### config.mk
export PLATFORM = sky130hd
export DESIGN_NAME = midi_seven_seg_digit_decoder
export DESIGN_NICKNAME = d
export VERILOG_FILES = /design/src/sv/msd_pkg.sv /design/src/sv/midi_seven_seg_digit_decoder.sv
export SDC_FILE = /design/constraint.sdc
export NUM_CORES = 1
export LEC_CHECK = 0
export ABC_CLOCK_PERIOD_IN_PS = 2300
export BUFFER_PORTS_ARGS = -buffer_cell sky130_fd_sc_hd__buf_2
export CAP_MARGIN = 0
export CORE_MARGIN = 8
export CORE_UTILIZATION = 50
export DETAILED_ROUTE_END_ITERATION = 6
export HOLD_SLACK_MARGIN = 0.15
export PLACE_DENSITY = 0.67
export SKIP_CTS_REPAIR_TIMING = 1
export SYNTH_ARGS = -nofsm -noshare
export SYNTH_HDL_FRONTEND = slang
export SYNTH_SLANG_ARGS = --single-unit
### constraint.sdc
create_clock -name clock -period 2.3 [get_ports clock]
set_input_delay 0.345 -clock clock [delete_from_list [all_inputs] [get_ports clock]]
set_output_delay 0.345 -clock clock [all_outputs]
set_load 0.005 [all_outputs]
### src/sv/msd_pkg.sv
// ----------------------------------------------------------------------------
// msd_pkg - shared definitions for the MIDI seven-segment digit decoder
// Command and status codes, sizing constants and the character mapping used
// by the decoder's shared symbol unit.
// ----------------------------------------------------------------------------
package msd_pkg;

   // Sizing
   localparam int DIGIT_COUNT       = 12;
   localparam int PENDING_DEPTH     = 16;
   localparam int SYSEX_DIGIT_LIMIT = 16;

   // Digits a sysex commit can write at most
   localparam int DIGIT_LIMIT_A = (DIGIT_COUNT < PENDING_DEPTH) ? DIGIT_COUNT : PENDING_DEPTH;
   localparam int DIGIT_LIMIT   = (DIGIT_LIMIT_A < SYSEX_DIGIT_LIMIT) ?
                                  DIGIT_LIMIT_A : SYSEX_DIGIT_LIMIT;

   localparam int DIG_IDX_W  = (DIGIT_COUNT > 1) ? $clog2(DIGIT_COUNT) : 1;
   localparam int PEND_IDX_W = $clog2(PENDING_DEPTH);
   localparam int POS_W      = 5;   // stream byte position, saturates at all ones

   localparam logic [POS_W-1:0] POS_MAX        = '1;
   localparam logic [POS_W-1:0] POS_HDR_LEN    = POS_W'(6);
   localparam logic [POS_W-1:0] POS_MIN_FINAL  = POS_W'(7);
   localparam logic [POS_W-1:0] POS_PEND_DEPTH = POS_W'(PENDING_DEPTH);
   localparam logic [POS_W-1:0] POS_DIG_LIMIT  = POS_W'(DIGIT_LIMIT);
   localparam logic [POS_W-1:0] POS_SYSEX_LIM  = POS_W'(SYSEX_DIGIT_LIMIT);
   localparam logic [3:0]       DIGIT_COUNT_C  = 4'(DIGIT_COUNT - 1);

   // Command codes (request kind)
   localparam logic [1:0] CMD_CONTROL = 2'd0;
   localparam logic [1:0] CMD_NOTE    = 2'd1;
   localparam logic [1:0] CMD_SYSEX   = 2'd2;

   // Response status codes
   localparam logic [1:0] STATUS_BUFFERED = 2'd0;
   localparam logic [1:0] STATUS_OK       = 2'd1;
   localparam logic [1:0] STATUS_REJECT   = 2'd2;

   // MIDI constants
   localparam logic [3:0] CC_DIGIT_BANK = 4'h4;
   localparam logic [7:0] NOTE_TIMECODE = 8'h71;
   localparam logic [7:0] NOTE_BEATS    = 8'h72;
   localparam logic [7:0] VEL_ON_LOW    = 8'h01;
   localparam logic [7:0] VEL_ON_HIGH   = 8'h7F;
   localparam logic [7:0] SYSEX_START   = 8'hF0;
   localparam logic [7:0] SYSEX_END     = 8'hF7;
   localparam logic [7:0] HDR_ZERO      = 8'h00;
   localparam logic [7:0] HDR_MFR       = 8'h66;
   localparam logic [7:0] HDR_DEV_A     = 8'h14;
   localparam logic [7:0] HDR_DEV_B     = 8'h10;
   localparam logic [7:0] HDR_CMD       = 8'h10;

   localparam logic [6:0] SYM_SPACE      = 7'h20;
   localparam logic [31:0] LOWER_CASE_SET = 32'h0036_C114;   // B D H N O Q R T U

   // 6-bit display code to ASCII: low half maps onto '@'..'_', some lowered
   function automatic logic [6:0] code_to_symbol(input logic [5:0] code);
      logic [6:0] sym;
      if (!code[5]) begin
         sym = {1'b1, LOWER_CASE_SET[code[4:0]], code[4:0]};
      end else begin
         sym = {1'b0, code};
      end
      return sym;
   endfunction

   // Expected header byte at each position of the sysex stream
   function automatic logic header_byte_ok(input logic [POS_W-1:0] pos,
                                           input logic [7:0] b);
      logic ok;
      unique case (pos)
         POS_W'(0): ok = (b == SYSEX_START);
         POS_W'(1): ok = (b == HDR_ZERO);
         POS_W'(2): ok = (b == HDR_ZERO);
         POS_W'(3): ok = (b == HDR_MFR);
         POS_W'(4): ok = (b == HDR_DEV_A) || (b == HDR_DEV_B);
         POS_W'(5): ok = (b == HDR_CMD);
         default:   ok = 1'b1;
      endcase
      return ok;
   endfunction

endpackage

### src/sv/midi_seven_seg_digit_decoder.sv
// ----------------------------------------------------------------------------
// midi_seven_seg_digit_decoder - control-surface MIDI to digit store decoder
// Turns control changes, notes and sysex bytes into digit writes and LED
// states, reporting each write as a response.
// ----------------------------------------------------------------------------
// Usage:
//   Requests arrive on req_* (tuser = command, tlast = end of sysex message),
//   responses leave on rsp_* (tuser = status, tlast = last response of the
//   request). One request is worked on at a time; req_tready is high only
//   while the sequencer is idle, and a request is taken even while the
//   previous response still sits in the output register.
//   Control change, note and non-final sysex requests give one response,
//   loaded into the output register in the decode state, which then
//   returns to idle for the next request.
//   A successful sysex commit walks the pending code memory through the
//   shared symbol unit one digit at a time (memory read, then load), for
//   at most DIGIT_LIMIT digits. Throughput is set by that digit loop and
//   the single memory read port.
//   When the receiver stalls, the output register holds its response and
//   the sequencer waits; nothing is dropped.
//   Reset (synchronous, active high) fills the store with spaces, clears
//   both LEDs and the stream position, and marks the header good. The
//   pending code memory is not cleared; only entries of the current message
//   are read.
// ----------------------------------------------------------------------------
module midi_seven_seg_digit_decoder (
   input  logic        clock,
   input  logic        reset,
   // request channel
   input  logic        req_tvalid,
   output logic        req_tready,
   input  logic [23:0] req_tdata,  // [7:0] first_byte, [15:8] second_byte, [23:16] stream_byte
   input  logic [1:0]  req_tuser,  // [1:0] cmd
   input  logic        req_tlast,  // end_of_message
   // response channel
   output logic        rsp_tvalid,
   input  logic        rsp_tready,
   output logic [15:0] rsp_tdata,  // [0] digit_valid, [4:1] digit_index, [11:5] symbol,
                                   // [12] timecode_led, [13] beats_led_on, [15:14] zero
   output logic [1:0]  rsp_tuser,  // [1:0] status
   output logic        rsp_tlast   // last_of_run
);

   typedef enum logic [1:0] {
      S_IDLE,
      S_DECODE,
      S_FETCH,
      S_EMIT
   } state_type;

   localparam int DIG_IDX_W  = msd_pkg::DIG_IDX_W;
   localparam int PEND_IDX_W = msd_pkg::PEND_IDX_W;
   localparam int POS_W      = msd_pkg::POS_W;

   // sequencer and stream state
   state_type           state_ff, state_in;
   logic                tc_ff, tc_in;
   logic                bt_ff, bt_in;
   logic [POS_W-1:0]    count_ff, count_in;
   logic                hdr_ff, hdr_in;
   logic [POS_W-1:0]    digit_ff, digit_in;
   logic [POS_W-1:0]    total_ff, total_in;
   logic [1:0]          run_status_ff, run_status_in;

   // captured request
   logic [1:0]          cmd_ff, cmd_in;
   logic [7:0]          b1_ff, b1_in;
   logic [7:0]          b2_ff, b2_in;
   logic [7:0]          sb_ff, sb_in;
   logic                eom_ff, eom_in;

   // response register
   logic                rsp_valid_ff, rsp_valid_in;
   logic [1:0]          rsp_status_ff, rsp_status_in;
   logic                rsp_dv_ff, rsp_dv_in;
   logic [3:0]          rsp_idx_ff, rsp_idx_in;
   logic [6:0]          rsp_sym_ff, rsp_sym_in;
   logic                rsp_tc_ff, rsp_tc_in;
   logic                rsp_bt_ff, rsp_bt_in;
   logic                rsp_last_ff, rsp_last_in;

   // digit store
   logic [6:0]          store_ff [msd_pkg::DIGIT_COUNT];
   logic                store_we;
   logic [DIG_IDX_W-1:0] store_waddr;

   // pending code memory
   logic [5:0]          pend_mem [msd_pkg::PENDING_DEPTH];
   logic [5:0]          pend_rd_ff;
   logic                pend_we;
   logic [PEND_IDX_W-1:0] pend_waddr;

   // shared symbol unit
   logic [5:0]          sym_code;
   logic [6:0]          sym;

   logic                out_free;
   logic                accept;
   logic                note_on;
   logic                hdr_next;
   logic                msg_ok;
   logic [POS_W-1:0]    pos_code;
   logic [POS_W-1:0]    msg_len;

   assign accept   = req_tvalid && req_tready;
   assign out_free = !rsp_valid_ff || rsp_tready;

   assign sym_code = (state_ff == S_EMIT) ? pend_rd_ff : b2_ff[5:0];
   assign sym      = msd_pkg::code_to_symbol(sym_code);

   assign note_on  = (b2_ff == msd_pkg::VEL_ON_LOW) || (b2_ff == msd_pkg::VEL_ON_HIGH);
   assign hdr_next = hdr_ff && msd_pkg::header_byte_ok(count_ff, sb_ff);
   assign msg_ok   = hdr_next && (count_ff >= msd_pkg::POS_MIN_FINAL) &&
                     (sb_ff == msd_pkg::SYSEX_END);
   assign pos_code = count_ff - msd_pkg::POS_HDR_LEN;
   assign msg_len  = count_ff - msd_pkg::POS_HDR_LEN;   // digit codes before the end byte

   // next-state and response logic
   always_comb begin
      state_in      = state_ff;
      tc_in         = tc_ff;
      bt_in         = bt_ff;
      count_in      = count_ff;
      hdr_in        = hdr_ff;
      digit_in      = digit_ff;
      total_in      = total_ff;
      run_status_in = run_status_ff;
      cmd_in        = cmd_ff;
      b1_in         = b1_ff;
      b2_in         = b2_ff;
      sb_in         = sb_ff;
      eom_in        = eom_ff;

      rsp_valid_in  = rsp_valid_ff && !rsp_tready;
      rsp_status_in = rsp_status_ff;
      rsp_dv_in     = rsp_dv_ff;
      rsp_idx_in    = rsp_idx_ff;
      rsp_sym_in    = rsp_sym_ff;
      rsp_tc_in     = rsp_tc_ff;
      rsp_bt_in     = rsp_bt_ff;
      rsp_last_in   = rsp_last_ff;

      store_we      = 1'b0;
      store_waddr   = b1_ff[DIG_IDX_W-1:0];
      pend_we       = 1'b0;
      pend_waddr    = pos_code[PEND_IDX_W-1:0];

      unique case (state_ff)
         S_IDLE: begin
            if (accept) begin
               cmd_in   = req_tuser;
               b1_in    = req_tdata[7:0];
               b2_in    = req_tdata[15:8];
               sb_in    = req_tdata[23:16];
               eom_in   = req_tlast;
               state_in = S_DECODE;
            end
         end

         S_DECODE: begin
            if (out_free) begin
               // single response by default
               state_in      = S_IDLE;
               rsp_valid_in  = 1'b1;
               rsp_status_in = msd_pkg::STATUS_REJECT;
               rsp_dv_in     = 1'b0;
               rsp_idx_in    = '0;
               rsp_sym_in    = msd_pkg::SYM_SPACE;
               rsp_last_in   = 1'b1;

               unique case (cmd_ff)
                  msd_pkg::CMD_CONTROL: begin
                     if (b1_ff[7:4] == msd_pkg::CC_DIGIT_BANK) begin
                        rsp_status_in = msd_pkg::STATUS_OK;
                        if (b1_ff[3:0] <= msd_pkg::DIGIT_COUNT_C) begin
                           store_we   = 1'b1;
                           rsp_dv_in  = 1'b1;
                           rsp_idx_in = b1_ff[3:0];
                           rsp_sym_in = sym;
                        end
                     end
                  end

                  msd_pkg::CMD_NOTE: begin
                     if (b1_ff == msd_pkg::NOTE_TIMECODE) begin
                        tc_in         = note_on;
                        rsp_status_in = msd_pkg::STATUS_OK;
                     end else if (b1_ff == msd_pkg::NOTE_BEATS) begin
                        bt_in         = note_on;
                        rsp_status_in = msd_pkg::STATUS_OK;
                     end
                  end

                  msd_pkg::CMD_SYSEX: begin
                     hdr_in  = hdr_next;
                     pend_we = (count_ff >= msd_pkg::POS_HDR_LEN) &&
                               (pos_code < msd_pkg::POS_PEND_DEPTH);
                     if (!eom_ff) begin
                        rsp_status_in = msd_pkg::STATUS_BUFFERED;
                        if (count_ff != msd_pkg::POS_MAX) begin
                           count_in = count_ff + POS_W'(1);
                        end
                     end else begin
                        count_in = '0;
                        hdr_in   = 1'b1;
                        if (msg_ok) begin
                           // start the digit loop, response comes from it
                           rsp_valid_in  = rsp_valid_ff && !rsp_tready;
                           digit_in      = '0;
                           total_in      = (msg_len < msd_pkg::POS_DIG_LIMIT) ?
                                           msg_len : msd_pkg::POS_DIG_LIMIT;
                           run_status_in = (msg_len > msd_pkg::POS_SYSEX_LIM) ?
                                           msd_pkg::STATUS_REJECT : msd_pkg::STATUS_OK;
                           state_in      = S_FETCH;
                        end
                     end
                  end

                  default: begin
                     // unused command: reject
                  end
               endcase

               rsp_tc_in = tc_in;
               rsp_bt_in = bt_in;
            end
         end

         S_FETCH: begin
            // pending memory read of digit_ff lands in pend_rd_ff
            state_in = S_EMIT;
         end

         S_EMIT: begin
            if (out_free) begin
               store_we      = 1'b1;
               store_waddr   = digit_ff[DIG_IDX_W-1:0];
               rsp_valid_in  = 1'b1;
               rsp_status_in = run_status_ff;
               rsp_dv_in     = 1'b1;
               rsp_idx_in    = 4'(digit_ff);
               rsp_sym_in    = sym;
               rsp_tc_in     = tc_ff;
               rsp_bt_in     = bt_ff;
               rsp_last_in   = (digit_ff + POS_W'(1)) == total_ff;
               digit_in      = digit_ff + POS_W'(1);
               state_in      = rsp_last_in ? S_IDLE : S_FETCH;
            end
         end

         default: begin
            state_in = S_IDLE;
         end
      endcase
   end

   // state, store and response registers
   always_ff @(posedge clock) begin
      if (reset) begin
         state_ff     <= S_IDLE;
         tc_ff        <= 1'b0;
         bt_ff        <= 1'b0;
         count_ff     <= '0;
         hdr_ff       <= 1'b1;
         digit_ff     <= '0;
         rsp_valid_ff <= 1'b0;
         for (int i = 0; i < msd_pkg::DIGIT_COUNT; i++) begin
            store_ff[i] <= msd_pkg::SYM_SPACE;
         end
      end else begin
         state_ff     <= state_in;
         tc_ff        <= tc_in;
         bt_ff        <= bt_in;
         count_ff     <= count_in;
         hdr_ff       <= hdr_in;
         digit_ff     <= digit_in;
         rsp_valid_ff <= rsp_valid_in;
         if (store_we) begin
            store_ff[store_waddr] <= sym;
         end
      end
      total_ff      <= total_in;
      run_status_ff <= run_status_in;
      cmd_ff        <= cmd_in;
      b1_ff         <= b1_in;
      b2_ff         <= b2_in;
      sb_ff         <= sb_in;
      eom_ff        <= eom_in;
      rsp_status_ff <= rsp_status_in;
      rsp_dv_ff     <= rsp_dv_in;
      rsp_idx_ff    <= rsp_idx_in;
      rsp_sym_ff    <= rsp_sym_in;
      rsp_tc_ff     <= rsp_tc_in;
      rsp_bt_ff     <= rsp_bt_in;
      rsp_last_ff   <= rsp_last_in;
   end

   // pending code memory: one write port, one registered read port
   always_ff @(posedge clock) begin
      if (pend_we) begin
         pend_mem[pend_waddr] <= sb_ff[5:0];
      end
      pend_rd_ff <= pend_mem[digit_ff[PEND_IDX_W-1:0]];
   end

   // ports
   assign req_tready = (state_ff == S_IDLE);
   assign rsp_tvalid = rsp_valid_ff;
   assign rsp_tuser  = rsp_status_ff;
   assign rsp_tlast  = rsp_last_ff;
   assign rsp_tdata  = {2'b00, rsp_bt_ff, rsp_tc_ff, rsp_sym_ff, rsp_idx_ff, rsp_dv_ff};

   // assertions
   a_store_matches: assert property (@(posedge clock) disable iff (reset)
      rsp_valid_ff && rsp_dv_ff |-> store_ff[rsp_idx_ff[DIG_IDX_W-1:0]] == rsp_sym_ff)
      else $error("reported digit differs from the digit store");

   a_buffered_single: assert property (@(posedge clock) disable iff (reset)
      rsp_valid_ff && (rsp_status_ff == msd_pkg::STATUS_BUFFERED) |-> !rsp_dv_ff && rsp_last_ff)
      else $error("buffered sysex byte gave a digit or a multi-response run");

   a_loop_bound: assert property (@(posedge clock) disable iff (reset)
      (state_ff == S_FETCH) || (state_ff == S_EMIT) |-> digit_ff < total_ff)
      else $error("digit loop ran past its count");

   a_index_range: assert property (@(posedge clock) disable iff (reset)
      rsp_valid_ff && rsp_dv_ff |-> rsp_idx_ff <= msd_pkg::DIGIT_COUNT_C)
      else $error("digit index beyond the store");

   a_busy_after_accept: assert property (@(posedge clock) disable iff (reset)
      accept |=> !req_tready)
      else $error("request taken while the previous one is still decoding");

endmodule

* After elaboration in Yosys (flattened, before gate mapping)
Memory sizes are Yosys's and may differ from the RTL's. A register that Yosys moved wholly into a read port is not among the register bits. Cells that the tools add are included.
Operators by class: $add $sub $neg 3, order comparisons 7, equality and inequality tests 28, mux-type cells 72, reduce and logical (&&, ||, !) cells 26
Operator list (number):
- 7-bit 2-to-1 mux | 6
- 5-bit 2-to-1 mux | 7
- 8-bit by 7-bit equality test with 1-bit output, second input constant | 4
- 2-bit 2-to-1 mux | 14
- 1-bit 2-to-1 mux | 27
- 4-bit 2-to-1 mux | 5
- 8-bit by 5-bit equality test with 1-bit output, second input constant | 2
- 8-bit equality test, second input constant | 2
- 7-bit case mux with 2 select lines | 1
- 5-bit by 1-bit adder with 5-bit output, second input constant | 2
- 5-bit by 2-bit equality test with 1-bit output, second input constant | 2
- 5-bit by 3-bit equality test with 1-bit output, second input constant | 2
- 5-bit by 3-bit >= comparator with 1-bit output, second input constant | 2
- 2-bit inequality test, second input constant | 5
- 1-bit case mux with 2 select lines | 5
- 5-bit case mux with 2 select lines | 1
- 3-bit AND reduction | 3
- 8-bit by 1-bit equality test with 1-bit output, second input constant | 1
- 8-bit logical NOT | 1
- 2-bit case mux with 4 select lines | 1
- 4-bit case mux with 2 select lines | 1
- 2-bit equality test, second input constant | 3
- 1-bit logical AND | 6
- 5-bit by 6-bit < comparator with 1-bit output, second input constant | 1
- other kinds (25) | 32
Word-level totals: register bits after elaboration 67, bits in writable memories 96, memory bits (read-only) 32, input port bits 31, logic and storage cells 159, memories kept 2
Memories:
- pend_mem | depth 16, width 6, read ports 1, clocked after Yosys merged registers in 1, wr ports 1, line midi_seven_seg_digit_decoder.sv:88 | logic [5:0] pend_mem [msd_pkg::PENDING_DEPTH];
- (no name shown) | depth 32, width 1, read ports 1, clocked after Yosys merged registers in 0, wr ports 0, line msd_pkg.sv:61 | sym = {1'b1, LOWER_CASE_SET[code[4:0]], code[4:0]};

* Depth between registers and ports, before layout
Gate-level depths: netlist of the first run.
word-level depth 11, mapped depth 9

* Worst setup path after synthesis of the first run
No wires, ideal clock.
path kind reg-to-reg, from register state_ff[1], to register rsp_sym_ff[5] (data pin), setup time 0.267 ns, data arrival time 2.170 ns, slack -0.137 ns, stages on the path, launching flop included 10, path buffers 3, period minus slack after synthesis 2.437 ns, cells stage by stage dfxtp_1 -> clkbuf_1 -> and2_0 -> buf_2 -> clkbuf_1 -> mux2i_1 -> ha_1 -> mux2_2 -> nand3_1 -> o211ai_1
Between the ends: cells in the longest elaborated chain, start to end 10, elaborated cells between the ends (all ways) 12, those cells by class eq/ne (2); mux (9); memory (1)
RTL lines:
- from (decl) | line midi_seven_seg_digit_decoder.sv:56 | state_type state_ff, state_in;
- from (signal assigned) | line midi_seven_seg_digit_decoder.sv:271 | state_ff <= state_in;
- 2-bit equality test | line midi_seven_seg_digit_decoder.sv:108, midi_seven_seg_digit_decoder.sv:148
- 6-bit 2-to-1 mux | line midi_seven_seg_digit_decoder.sv:108 | assign sym_code = (state_ff == S_EMIT) ? pend_rd_ff : b2_ff[5:0];
- memory read 32 x 1 bit
- 1-bit 2-to-1 mux (implied by the code) | line msd_pkg.sv:61
- 7-bit 2-to-1 mux | line msd_pkg.sv:60 | if (!code[5]) begin
- 7-bit 2-to-1 mux | line midi_seven_seg_digit_decoder.sv:175 | if (b1_ff[3:0] <= msd_pkg::DIGIT_COUNT_C) begin
- 7-bit 2-to-1 mux | line midi_seven_seg_digit_decoder.sv:173 | if (b1_ff[7:4] == msd_pkg::CC_DIGIT_BANK) begin
- 7-bit 2-to-1 mux | line midi_seven_seg_digit_decoder.sv:171 | unique case (cmd_ff)
- 7-bit 2-to-1 mux | line midi_seven_seg_digit_decoder.sv:161 | if (out_free) begin
- 7-bit case mux with 2 select lines * | line midi_seven_seg_digit_decoder.sv:148 | unique case (state_ff)
- via rsp_sym_in[5] | line midi_seven_seg_digit_decoder.sv:77 | logic [6:0] rsp_sym_ff, rsp_sym_in;
- to (signal assigned) | line midi_seven_seg_digit_decoder.sv:292 | rsp_sym_ff <= rsp_sym_in;
- to (decl) | line midi_seven_seg_digit_decoder.sv:77
The timed path passes the listed nets; every way through them passes the cells marked *. The select of a mux whose other input is x is not followed. A chain may end at the register's enable or synchronous reset.

* Final worst setup path of the first run
from register count_ff[0], to register total_ff[1], enable pin
Between the ends: cells in the longest elaborated chain, start to end 7, elaborated cells between the ends (all ways) 13, those cells by class order compare (1); eq/ne (5); mux (1); reduce/logical (6)
RTL lines:
- from (decl) | line midi_seven_seg_digit_decoder.sv:59 | logic [POS_W-1:0] count_ff, count_in;
- from (signal assigned) | line midi_seven_seg_digit_decoder.sv:274 | count_ff <= count_in;
- 5-bit by 2-bit equality test with 1-bit output / 5-bit by 1-bit equality test with 1-bit output (equally long branches) | line msd_pkg.sv:72 | unique case (pos)
- 2-bit OR reduction (no source line)
- 1-bit case mux with 5 select lines | line msd_pkg.sv:72
- 1-bit logical AND | line midi_seven_seg_digit_decoder.sv:112 | assign hdr_next = hdr_ff && msd_pkg::header_byte_ok(count_ff, sb_ff);
- 1-bit logical AND * (2 in a row) | line midi_seven_seg_digit_decoder.sv:113 | assign msg_ok = hdr_next && (count_ff >= msd_pkg::POS_MIN_FINAL) &&
- 5-bit AND reduction (no source line) *
- to (signal assigned) | line midi_seven_seg_digit_decoder.sv:282 | total_ff <= total_in;
- to (decl) | line midi_seven_seg_digit_decoder.sv:62 | logic [POS_W-1:0] total_ff, total_in;
Mark *: on every way between the ends. The rest lies on a longest branch, timed or not.

==> flow_summary.toml, run 1 <==
[route]
postRouteWirelength_um = 14900
postRouteAntennaNets = 0
vias_per_cell = 5.64
vias = 4317
first_iter_violations = 278
drtPass1Iterations = 5
drt-wirelength-per-cell_um = 19.5
drc = 0

[synth]
ys_types = 63
synth_cells = 456
synth.largest_area_cell = "edfxtp_1"
synth_edf_count = 147
yosysWarnings = 0
async_reset_ff_share_pct = 0
synth_ff_type = "edfxtp_1"
syn_area_um2 = 7170
synth-seq-cells = 169
syn_area_per_cell_um2 = 15.7
yosysMostFrequentCell = "edfxtp_1"
synth.area.top_cells = "edfxtp_1 62%, mux4_2 9.4%, dfxtp_1 6.1%"
yosys.area.top_type_share_pct = 61.6
ys_top_cells_by_count = "147 x edfxtp_1, 35 x nor2_1, 30 x mux4_2, 22 x dfxtp_1, 21 x nand2_1"
synth_seq_area_share_pct = 67.7

[power]
p_comb_share_pct = 4.8
swShare_pct = 20.6
p_switching_uw = 1330
power_frac_clock_pct = 41.7
seqPwrFrac_pct = 53.5
finalPower_uw = 6460
p_per_area_nw_per_um2 = 740
p_leak_uw = 0.00299
p_int_uw = 5130
ir_drop_uv = 522

[setup_path]
worstSetupPathType = "reg2reg"
path_cells = "inv_1 > ha_1 > or3b_1 > o31a_1 > nand3_1 > and3_1"
worst-r2r-cell-count = 6
critPathLaunchType = "register"
worstPathMaxFanout = 8
r2r-end = "total_ff[1]"
slowest_stage = "dfxtp_1"
required_ns = 2.39
r2r-start = "count_ff[0]"
critPathArrivalTime_ns = 2.27
r2r_slack_ns = 0.13
cpPeakStageDelay_ns = 0.39
critPathLaunch = "count_ff[0]"
endpoint_kind = "register"
endpoint = "total_ff[1]"

[sta]
max_freq_ghz = 0.460
hold_viol_final = 0
setup_ws_ns = 0.125
layout_min_cycle_time_ns = 2.17
drv_slew = 0
slew_headroom_pct = 48.1
min_period_over_period_pct = 94.6
worst_slew_pin_slew_ns = 0.777
skew_ns = 0.00893
setup_viol = 0

[cells_and_area]
fin_nets = 615
diodes = 0
syn2layout_area_growth_pct = 21.8
fin_util_pct = 62.6
layout-drive-gt1-share_pct = 29.0
fill_cells = 1011

[die]
coreArea_um2 = 13900
fp-row-count = 43
initial_core_util_pct = 51.4
boundaryPins = 52
die_w_um = 136
die_h_um = 136
die_area_um2 = 18400

[run_status]
outcome = "finished, final reports clean"

[global_routing]
grt_max_degree = 28
gr-total-overflow = 0
grt_pass1_wl_um = 23100
antenna_found_initial = 0
track_usage_pct = 16.8
grt_pass1_vias = 4173

[worst_hold_path]
holdCritPathClass = "in2reg"

[cts]
insertion_delay_ns = 0.42
cts_root_buffer = "clkbuf_16"
htree_levels = 4
clk_pin_slew_ns = 0.06
cts.path.max_buffers = 2
numCtsBuffers = 17
cts_tree = "built"
clock-sinks = 169

[placement]
gp_congestion = 0.879
pre_cts_slack_ns = 0.0240
hpwl_um = 10300
portBuffers = 49

[run]
max_cap_violations = 0
-- final cells by class --
| type | count | area [um^2] | share of cell area [%] |
|---|---|---|---|
| Inverter | 13 | 48.8 | 0.559 |
| Clock inverter | 13 | 133 | 1.52 |
| Tap cell | 180 | 225 | 2.58 |
| Clock buffer | 17 | 425 | 4.88 |
| Sequential cell | 169 | 4860 | 55.7 |
| Timing Repair Buffer | 121 | 866 | 9.92 |
| Multi-Input combinational cell | 253 | 2170 | 24.9 |
-- critical path, delay by kind of cell (launching register included) --
kind	cells	cell delay, ns
buffers and inverters	1	0.14
AND/OR/NAND/NOR	3	0.81
adder cells (fa/ha/maj)	1	0.23
flip-flops	1	0.39
AO/OA/AOI/OAI	1	0.28
-- sequential cells by signal, indices dropped and copies added (netlist names), 5 cells and up --
name,count
b2_ff,8
pend_mem,96
pend_rd_ff,6
b1_ff,8
rsp_sym_ff,7
total_ff,5
digit_ff,5
count_ff,5
sb_ff,8
-- cells by family (layout without fill, tap and decap cells) --
group                      count (synthesis)  in the layout  share of synthesized area (%)
and+or+nand+nor                          130            130                           10.0
adders and majority gates                  9              9                           1.57
buffers and inverters                     36            164                           2.43
other                                      1              3                         0.0523
muxes                                     40             40                           10.9
DFF                                      169            169                           67.7
AOI/OAI and AO/OA                         58             58                           5.69
xor gates and xnor gates                  13             13                           1.59
-- layer usage --
metal	global-route usage (%)	wire [um]	vias up
met2	27.3	7370	138
met1	21.0	6450	2146
li1	-	-	2013
met3	4.75	897	20
met4	5.68	214	0
met5	0	0	-
-- power by group through the flow --
stage / registers, uW / clock network, uW / logic, uW
2_1_floorplan: 3520 / 0 / 145
3_3_place_gp: 3520 / 0 / 268
3_5_place_dp: 3520 / 0 / 277
4_1_cts: 3450 / 2730 / 277
5_1_grt: 3460 / 2860 / 341
6_report: 3450 / 2690 / 312
-- cells in the final DEF, fill, tap and decap left out, drive strengths merged, types with 5 or more instances in the layout --
cell	synthesis	routed
a211oi	5	5
a21oi	13	13
a22o	7	7
and3	5	5
buf	12	94
clkbuf	11	17
clkinv	0	9
dfxtp	22	22
dlygate4sd3	0	27
edfxtp	147	147
ha	9	9
inv	13	13
mux2i	7	7
mux4	30	30
nand2	21	21
nand2b	6	6
nand3	12	12
nand4b	5	5
nor2	35	35
nor2b	5	5
nor3	7	7
nor3b	5	5
nor4	5	5
o21ai	9	9
xnor2	8	8
xor2	5	5
-- metrics by stage --
step           std cells  instance area, um^2  setup TNS, ns  hold WS (ns)
3_5_place_dp         709                 7870              0         0.484
3_3_place_gp         709                 7870              0         0.472
6_report             766                 8720              0         0.232
5_1_grt              766                 8720        -0.0169         0.245
4_1_cts              739                 8430        -0.0254        0.0828
2_1_floorplan        458                 7180              0         0.444
-- worst min-delay path by stage --
stage	start	to	slack [ns]	cells after the start
2_1_floorplan	req_tdata[0]	b1_ff[0]	0.44	0
3_3_place_gp	tc_ff	tc_ff	0.47	2
3_5_place_dp	tc_ff	tc_ff	0.48	2
4_1_cts	req_tlast	eom_ff	0.08	1
5_1_grt	req_tvalid	state_ff[0]	0.25	3
6_report	req_tvalid	state_ff[0]	0.23	3
Power figures use the tool's default switching activity.
==> run 2: changes to the inputs <==
--- a/config.mk
+++ b/config.mk
@@ -6,13 +6,13 @@
 export NUM_CORES = 1
 export LEC_CHECK = 0
 export ABC_CLOCK_PERIOD_IN_PS = 2300
-export BUFFER_PORTS_ARGS = -buffer_cell sky130_fd_sc_hd__buf_2
 export CAP_MARGIN = 0
 export CORE_MARGIN = 8
 export CORE_UTILIZATION = 50
 export DETAILED_ROUTE_END_ITERATION = 6
+export DONT_BUFFER_PORTS = 1
 export HOLD_SLACK_MARGIN = 0.15
-export PLACE_DENSITY = 0.67
+export PLACE_DENSITY = 0.64
 export SKIP_CTS_REPAIR_TIMING = 1
 export SYNTH_ARGS = -nofsm -noshare
 export SYNTH_HDL_FRONTEND = slang
==> constraint.sdc (replaced) <==
create_clock -name clock -period 2.3 [get_ports clock]
set_input_delay 0 -clock clock [delete_from_list [all_inputs] [get_ports clock]]
set_output_delay 0 -clock clock [all_outputs]
set_load 0.005 [all_outputs]
==> flow_summary.toml, run 2 (synthesis gave the netlist of run 1 again) <==
[cts]
insertion_delay_ns = 0.43
numCtsBuffers = 17
htree_levels = 4
cts.path.max_buffers = 2
clock-sinks = 169
cts_tree = "built"
clk_pin_slew_ns = 0.06
cts_root_buffer = "clkbuf_16"

[sta]
worst_slew_pin_slew_ns = 0.724
finalSetupTns_ns = 0
rsz0062_at_grt = "false"
layout_min_cycle_time_ns = 2.19
slew_headroom_pct = 51.6
hold_viol_final = 0
drv_slew = 0
whs_ns = 0.176
setup_ws_ns = 0.106
min_period_over_period_pct = 95.4
max_freq_ghz = 0.456
skew_ns = 0.00952
setup_viol = 0

[power]
ir_drop_uv = 522
p_int_uw = 5080
p_leak_uw = 0.00281
p_comb_share_pct = 4.1
swShare_pct = 22.0
power_frac_clock_pct = 42.7
seqPwrFrac_pct = 53.1
p_per_area_nw_per_um2 = 764
p_switching_uw = 1430

[setup_path]
worstPathMaxFanout = 7
endpoint_kind = "register"
cpPeakStageDelay_ns = 0.58
path_cells = "or4_1 > nor4_1 > o21ai_1 > nand3_1 > and3_2"
r2r-start = "sb_ff[0]"
slowest_stage = "or4_1"
critPathLaunchType = "register"
critPathLaunch = "sb_ff[0]"
critPathArrivalTime_ns = 2.32
required_ns = 2.42
worstSetupPathType = "reg2reg"

[cells_and_area]
diodes = 0
regMostFlops = "pend_mem"
largest_reg_flops = 96
fin_nets = 567
ff_latch_area_um2 = 4860
fin_area_um2 = 8520
fill_cells = 1018
fin_util_pct = 61.1
syn2layout_area_growth_pct = 18.9
layout_common_cells = "147 x edfxtp_1, 41 x buf_4, 35 x nor2_1, 30 x mux4_2, 30 x dlygate4sd3_1"
layout-drive-gt1-share_pct = 22.8
multi_input_area_um2 = 2150
final_common_cell = "edfxtp_1"

[placement]
hpwl_um = 10400
placed_area_um2 = 7620
portBuffers = 0
gp_congestion = 0.879
pre_cts_slack_ns = 0.0848

[route]
drc = 0
drtPass1Iterations = 6
drt-wirelength-per-cell_um = 21.4
postRouteAntennaNets = 0
first_iter_violations = 400
vias = 4159
vias_per_cell = 5.78
postRouteWirelength_um = 15400

[global_routing]
track_usage_pct = 17.3
grt_pass1_wl_um = 23400
grt_pass1_vias = 4031
antenna_found_initial = 0
gr-total-overflow = 0
grt_max_degree = 28

[die]
die_h_um = 136
die_w_um = 136
initial_core_util_pct = 51.4
fp-row-count = 43
die_area_um2 = 18400
coreArea_um2 = 13900
boundaryPins = 52

[run]
max_cap_violations = 0

[worst_hold_path]
min-delay-start = "req_tvalid"
holdCritPathClass = "in2reg"

[run_status]
outcome = "finished, final reports clean"
[run 2: changes by cell type in the layout (fill, tap and decap cells not counted), sizes merged]
cell         previous run  this run
dlygate4sd3            27        30
clkinvlp                2         3
clkinv                  9         4
bufinv                  2         1
clkbuf                 17        19
buf                    94        43
inv                    13        18
[run 2: cell type report]
type                    count  share of cell area [%]
flip-flops and latches    169                    57.1
multi-input cells         253                    25.3
repair buffers             73                    7.61
clock buffers              19                    5.20
well taps                 180                    2.64
clock inverters            13                    1.65
inverters                  13                   0.573
[run 2: through the flow]
step,cells,total power [uW]
detailed placement,658,3750
floorplan,458,3670
global route,720,6700
CTS,690,6500
finish,720,6510
global placement,658,3740
[run 2: worst paths after layout]
check | cells past startpoint | to | slack, ns
max | 5 | run_status_ff[1] | 0.11
max reg2reg | 5 | run_status_ff[1] | 0.11
min reg2reg | 2 | tc_ff | 0.50
min | 2 | b1_ff[0] | 0.18
[run 2: per-layer routing]
| layer | global-route usage (%) | wire [um] |
|---|---|---|
| met1 | 21.7 | 6430 |
| met2 | 28.4 | 7920 |
| met3 | 4.08 | 839 |
| met4 | 7.22 | 210 |
| met5 | 0 | 0 |
[run 2: power groups by stage]
stage | Clock, uW | Combinational, uW | Sequential [uW]
after floorplan | 0 | 145 | 3520
after global placement | 0 | 212 | 3520
after detailed placement | 0 | 219 | 3530
after CTS | 2820 | 221 | 3460
after global routing | 2940 | 294 | 3470
final | 2780 | 268 | 3460
[run 2: worst max-delay path: cells and delay by family, from the launching register on]
kind	cells	cell delay, ns
AND/OR/NAND/NOR	4	1.36
AO/OA/AOI/OAI	1	0.15
flip-flops	1	0.38
